File: src/rtl/oriented_rectangle_overlap_macros.svh
// Assertion macros for the oriented rectangle overlap block
`ifndef ORIENTED_RECTANGLE_OVERLAP_MACROS_SVH
`define ORIENTED_RECTANGLE_OVERLAP_MACROS_SVH

// same-cycle implication
`define OROV_ASSERT_NOW(lbl, clk, rst_n, cond, res) \
	lbl: assert property (@(posedge clk) disable iff (!rst_n) (cond) |-> (res)) \
		else $error("orov assertion failed");

// next-cycle implication
`define OROV_ASSERT_NEXT(lbl, clk, rst_n, cond, res) \
	lbl: assert property (@(posedge clk) disable iff (!rst_n) (cond) |=> (res)) \
		else $error("orov assertion failed");

`endif

File: src/rtl/orov_pkg.sv
// ---------------------------------------------------------------------------
// orov_pkg
// Shared constants for the oriented rectangle overlap pipeline.
// ---------------------------------------------------------------------------
package orov_pkg;

	localparam int CORDIC_STEPS = 16;
	localparam int CX_W         = 34;   // Q30 CORDIC x/y with headroom
	localparam int Z_W          = 32;   // residual phase
	localparam int TRIG_W       = 16;   // Q14 sine/cosine, range +-16384
	localparam int TRIG_SHIFT   = 14;
	localparam int TOL_W        = 16;
	localparam int TOL_SHIFT    = 28;
	localparam int CORDIC_LAT   = CORDIC_STEPS + 2;
	localparam int GEOM_LAT     = 6;

	localparam logic signed [CX_W-1:0] CORDIC_INIT = CX_W'(652032875);

	localparam logic signed [Z_W-1:0] ATAN_PHASE [CORDIC_STEPS] = '{
		32'sd536870912, 32'sd316933406, 32'sd167458907, 32'sd85004756,
		32'sd42667331,  32'sd21354465,  32'sd10679838,  32'sd5340245,
		32'sd2670163,   32'sd1335087,   32'sd667544,    32'sd333772,
		32'sd166886,    32'sd83443,     32'sd41722,     32'sd20861
	};

	typedef enum logic [1:0] {
		QUAD_0 = 2'd0,
		QUAD_1 = 2'd1,
		QUAD_2 = 2'd2,
		QUAD_3 = 2'd3
	} quad_t;

endpackage

File: src/rtl/orov_cordic.sv
// ---------------------------------------------------------------------------
// orov_cordic
// Pipelined rotation-mode CORDIC, one step per stage, with Q14 rounding,
// clamp and quadrant fold.
// ---------------------------------------------------------------------------
module orov_cordic import orov_pkg::*; #(
	parameter int ANGLE_BITS = 16
) (
	input  logic                     clk,
	input  logic                     en,
	input  logic [ANGLE_BITS-1:0]    angle,
	output logic signed [TRIG_W-1:0] cos_val,
	output logic signed [TRIG_W-1:0] sin_val
);

	logic signed [CX_W-1:0] x_s [CORDIC_STEPS+1];
	logic signed [CX_W-1:0] y_s [CORDIC_STEPS+1];
	logic signed [Z_W-1:0]  z_s [CORDIC_STEPS+1];
	quad_t                  q_s [CORDIC_STEPS+1];

	logic [29:0] phase_lo;
	assign phase_lo = {angle[ANGLE_BITS-3:0], {(32-ANGLE_BITS){1'b0}}};

	always_ff @(posedge clk) begin
		if (en) begin
			x_s[0] <= CORDIC_INIT;
			y_s[0] <= '0;
			z_s[0] <= Z_W'({2'b00, phase_lo});
			q_s[0] <= quad_t'(angle[ANGLE_BITS-1:ANGLE_BITS-2]);
			for (int i = 0; i < CORDIC_STEPS; i++) begin
				q_s[i+1] <= q_s[i];
				if (z_s[i] >= 0) begin
					x_s[i+1] <= x_s[i] - (y_s[i] >>> i);
					y_s[i+1] <= y_s[i] + (x_s[i] >>> i);
					z_s[i+1] <= z_s[i] - ATAN_PHASE[i];
				end else begin
					x_s[i+1] <= x_s[i] + (y_s[i] >>> i);
					y_s[i+1] <= y_s[i] - (x_s[i] >>> i);
					z_s[i+1] <= z_s[i] + ATAN_PHASE[i];
				end
			end
		end
	end

	localparam int RW = CX_W - 16;
	localparam logic signed [RW-1:0]     ONE_R = RW'(16384);
	localparam logic signed [TRIG_W-1:0] ONE_T = TRIG_W'(16384);

	logic signed [CX_W-1:0]   xr_sum, yr_sum;
	logic signed [RW-1:0]     xr, yr;
	logic signed [TRIG_W-1:0] c, s;

	always_comb begin
		xr_sum = x_s[CORDIC_STEPS] + CX_W'(32768);
		yr_sum = y_s[CORDIC_STEPS] + CX_W'(32768);
		xr     = xr_sum[CX_W-1:16];
		yr     = yr_sum[CX_W-1:16];
		if (xr > ONE_R)       c = ONE_T;
		else if (xr < -ONE_R) c = -ONE_T;
		else                  c = xr[TRIG_W-1:0];
		if (yr > ONE_R)       s = ONE_T;
		else if (yr < -ONE_R) s = -ONE_T;
		else                  s = yr[TRIG_W-1:0];
	end

	always_ff @(posedge clk) begin
		if (en) begin
			case (q_s[CORDIC_STEPS])
				QUAD_0: begin cos_val <= c;  sin_val <= s;  end
				QUAD_1: begin cos_val <= -s; sin_val <= c;  end
				QUAD_2: begin cos_val <= -c; sin_val <= -s; end
				default: begin cos_val <= s; sin_val <= -c; end
			endcase
		end
	end

endmodule

File: config.mk
export PLATFORM = sky130hd
export DESIGN_NAME = orov_cordic
export DESIGN_NICKNAME = d
export VERILOG_FILES = /design/src/rtl/oriented_rectangle_overlap_macros.svh /design/src/rtl/orov_pkg.sv /design/src/rtl/orov_cordic.sv
export SDC_FILE = /design/constraint.sdc
export NUM_CORES = 2
export LEC_CHECK = 0
export ABC_AREA = 1
export BUFFER_PORTS_ARGS = -buffer_cell sky130_fd_sc_hd__buf_2
export CAP_MARGIN = 20
export CORE_MARGIN = 2
export CORE_UTILIZATION = 30
export CTS_CLUSTER_SIZE = 16
export DETAILED_ROUTE_END_ITERATION = 10
export GPL_TIMING_DRIVEN = 0
export RECOVER_POWER = 100
export SLEW_MARGIN = 25
export SYNTH_ARGS = -nofsm -noshare
export SYNTH_HDL_FRONTEND = slang
export SYNTH_SLANG_ARGS = --single-unit
File: constraint.sdc
create_clock -name clk -period 12.61 [get_ports clk]
set_clock_uncertainty 0.15 [all_clocks]
set_input_delay 0.6305 -clock clk [delete_from_list [all_inputs] [get_ports clk]]
set_output_delay 0.6305 -clock clk [all_outputs]
set_load 0.1 [all_outputs]
==> flow_summary.toml <==
[timing]
slew_headroom = -1.653
hold_viol = 0
slew_viol_final = 1556
timing.final.crit_share = 0.7543
setup_viol = 0
fin_crit_ns = 9.512
tns_ns = 0
tightest_slew_ns = 3.980
fmax_ghz = 0.1051
rsz0062_at_grt = "false"

[placed_design]
place_congestion = 0.9318
dp_hpwl_um = 284400
io_buffers = 49

[clock_tree]
cts_root_buf = "clkbuf_16"
clock_sinks = 1407
cts_inserted_buffers = 174
htreeDepth = 4
cts_tree = "built"
path_clk_slew_ns = 0.06
post_cts_buffers = 0
cts.path.max_buffers = 4
clk_latency_ns = 0.90

[floorplan]
row_count = 234
dieArea_mm2 = 0.4118
die_h_um = 641.7
die-width_um = 641.7
start_util = 0.3009
core_area_mm2 = 0.4055
io_pins = 50

[global_route]
grt_max_degree = 67
grt_util_met3 = 0.01675
busiest_layer = "met2"
met2_usage = 0.2800
antenna_found_initial = 6
grt_pass1_wl_um = 543400
overflow = 0
groute.usage.overall = 0.1617
use_met1 = 0.2084
first_global_vias = 98770

[outcome]
run_status = "finished, violations left"
failed_checks = "capacitance limit, slew limit"

[synth]
synth_top_cell_area_share = 0.3463
async_flop_share = 0
synth_edf_count = 1407
syn-num-nets = 16180
avgSynthCellArea_um2 = 8.226
synth_area_leaders = "edfxtp_1 (35%), ha_1 (13%), xor2_1 (8.9%)"
netlist_instances = 14830
yosysSeqAreaShare = 0.3463
ys_warn_count = 0
netlist_area_mm2 = 0.1220
synth-main-ff-cell = "edfxtp_1"
synth-seq-cells = 1407
yosysTopAreaCell = "edfxtp_1"
ys_types = 70

[worst_hold_path]
hp-class = "flip-flop to flip-flop"

[worst_setup_path]
endpoint = "x_s[10][27]$_DFFE_PP_"
rr_endpoint = "x_s[8][28]$_DFFE_PP_"
r2r-start = "z_s[7][31]$_DFFE_PP_"
cp-start-kind = "primary input"
reg2reg_depth = 20
worstPathRequired_ns = 13.05
rrSetupSlack_ns = 5.96
critPathArrivalTime_ns = 9.95
startpoint = "en"
critPathKind = "primary input to flip-flop"
path_max_fanout = 30
endpoint_kind = "flip-flop"

[routing]
avgViaCountPerCell = 4.936
post-route-drc-count = 0
ant_nets = 0
drt_iter0_markers = 7672
routedWlPerCell_um = 16.68
wl_um = 344700
first_pass_iters = 8
via_count = 102000

[layout]
mostFrequentLayoutCells = "nand2_1 (2750), inv_1 (1775), a21oi_1 (1407), edfxtp_1 (1407), ha_1 (1298)"
fill_cells = 42560
final_common_cell = "nand2_1"
nets = 16450
syn2layout_area_growth_pct = 10.69
drive_gt1_frac = 0.02500

[flow_run]
max-cap-violations = 35
## metal layers
layer / wire [µm] / part of all wire
met4: 12470 / 0.036
met3: 16060 / 0.047
met5: 0 / 0
met1: 153900 / 0.45
met2: 162300 / 0.47
## critical path, stage by stage
cell,delay (ns)
dlygate4sd3_1,0.52
clkbuf_1,1.50
clkbuf_1,1.14
buf_2,0.64
nand2_1,0.54
inv_1,0.19
clkbuf_1,0.43
clkbuf_1,0.94
nor2_1,0.15
xor2_1,0.19
ha_1,0.21
nand2_1,0.06
nand2_1,0.06
a31oi_1,0.51
nand2_1,0.17
a211oi_1,0.95
o21ai_0,0.33
a21oi_1,0.29
inv_1,0.07
a21oi_1,0.17
xnor2_1,0.12
## flip-flops by register name, summed over array words and instances (netlist names)
name	count
x_s	463
y_s	461
z_s	417
q_s	34
cos_val	16
sin_val	16
## layout make-up
| cell class | instances | area, µm² | share of cell area |
|---|---|---|---|
| multi-input combinational | 11500 | 72450 | 0.5365 |
| sequential | 1407 | 42250 | 0.3129 |
| tap | 5428 | 6792 | 0.05029 |
| inverter | 1792 | 6726 | 0.04981 |
| clock buffer | 192 | 4464 | 0.03306 |
| clock inverter | 123 | 1237 | 0.009164 |
| timing repair buffer | 94 | 569.3 | 0.004216 |
| buffer | 130 | 541.8 | 0.004012 |
| antenna | 2 | 5.005 | 0.00003706 |
## logic make-up (layout without fill, tap and decap cells)
| family | count (synthesis) | after routing | share of synthesized area |
|---|---|---|---|
| xor gates and xnor gates | 1791 | 1791 | 0.1289 |
| DFF | 1407 | 1407 | 0.3463 |
| other | 1 | 3 | 0.00003074 |
| AOI/OAI and AO/OA | 3261 | 3261 | 0.1521 |
| muxes | 1 | 1 | 0.00008205 |
| buffers and inverters | 1922 | 2331 | 0.05951 |
| and+or+nand+nor | 5115 | 5115 | 0.1742 |
| adders and majority gates | 1333 | 1333 | 0.1389 |
## cell usage after synthesis (all sizes together) (2+ instances only)
library cell  count
a2111oi           2
a211oi           25
a21boi           92
a21o             79
a21oi          1409
a221oi           79
a22oi             4
a31oi           164
a41oi             7
and3             13
buf              25
clkbuf          105
clkinv           12
edfxtp         1407
fa               35
ha             1298
inv            1780
nand2          2763
nand3           473
nand3b           14
nand4           163
nor2           1279
nor3            262
nor3b            12
nor4             88
nor4b             8
o2111ai          30
o211ai           50
o21a             82
o21ai           975
o21bai           99
o221a             4
o221ai           16
o311ai            3
o31ai           128
o41ai            12
or2              34
or3               3
xnor2           554
xnor3             2
xor2           1234
## stage by stage
step                instances    util  hold slack, ns  worst slack, ns  cell area, µm²
finish                  20670  0.3330          0.2595            3.098          135000
detailed placement      20330  0.3201          0.2545            5.051          129800
floorplan               14830       -          0.2503            7.744          122000
global placement        20310  0.3182          0.2515            1.770          129000
global route            20670  0.3330          0.2532            2.397          135000
CTS                     20670  0.3345          0.2071            5.376          135700
## worst min-delay path by stage
stage / start / to / slack [ns] / cells past startpoint
3_5_place_dp: q_s[1][1]$_DFFE_PP_ / q_s[2][1]$_DFFE_PP_ / 0.25 / 0
6_report: q_s[6][0]$_DFFE_PP_ / q_s[7][0]$_DFFE_PP_ / 0.26 / 0
3_3_place_gp: z_s[0][19]$_DFFE_PP_ / z_s[1][19]$_DFFE_PP_ / 0.25 / 0
2_1_floorplan: q_s[9][0]$_DFFE_PP_ / q_s[10][0]$_DFFE_PP_ / 0.25 / 0
5_1_grt: angle[10] / z_s[0][26]$_DFFE_PP_ / 0.25 / 2
4_1_cts: angle[10] / z_s[0][26]$_DFFE_PP_ / 0.21 / 2
## repair_timing
item,4_1_cts,5_1_grt
hold buffers,17,0
endpoints found under the hold margin,44,0
gates resized for setup,0,0
Power is not shown: default switching activity piles up to over one toggle a cycle in this logic, so the estimate is an artifact.
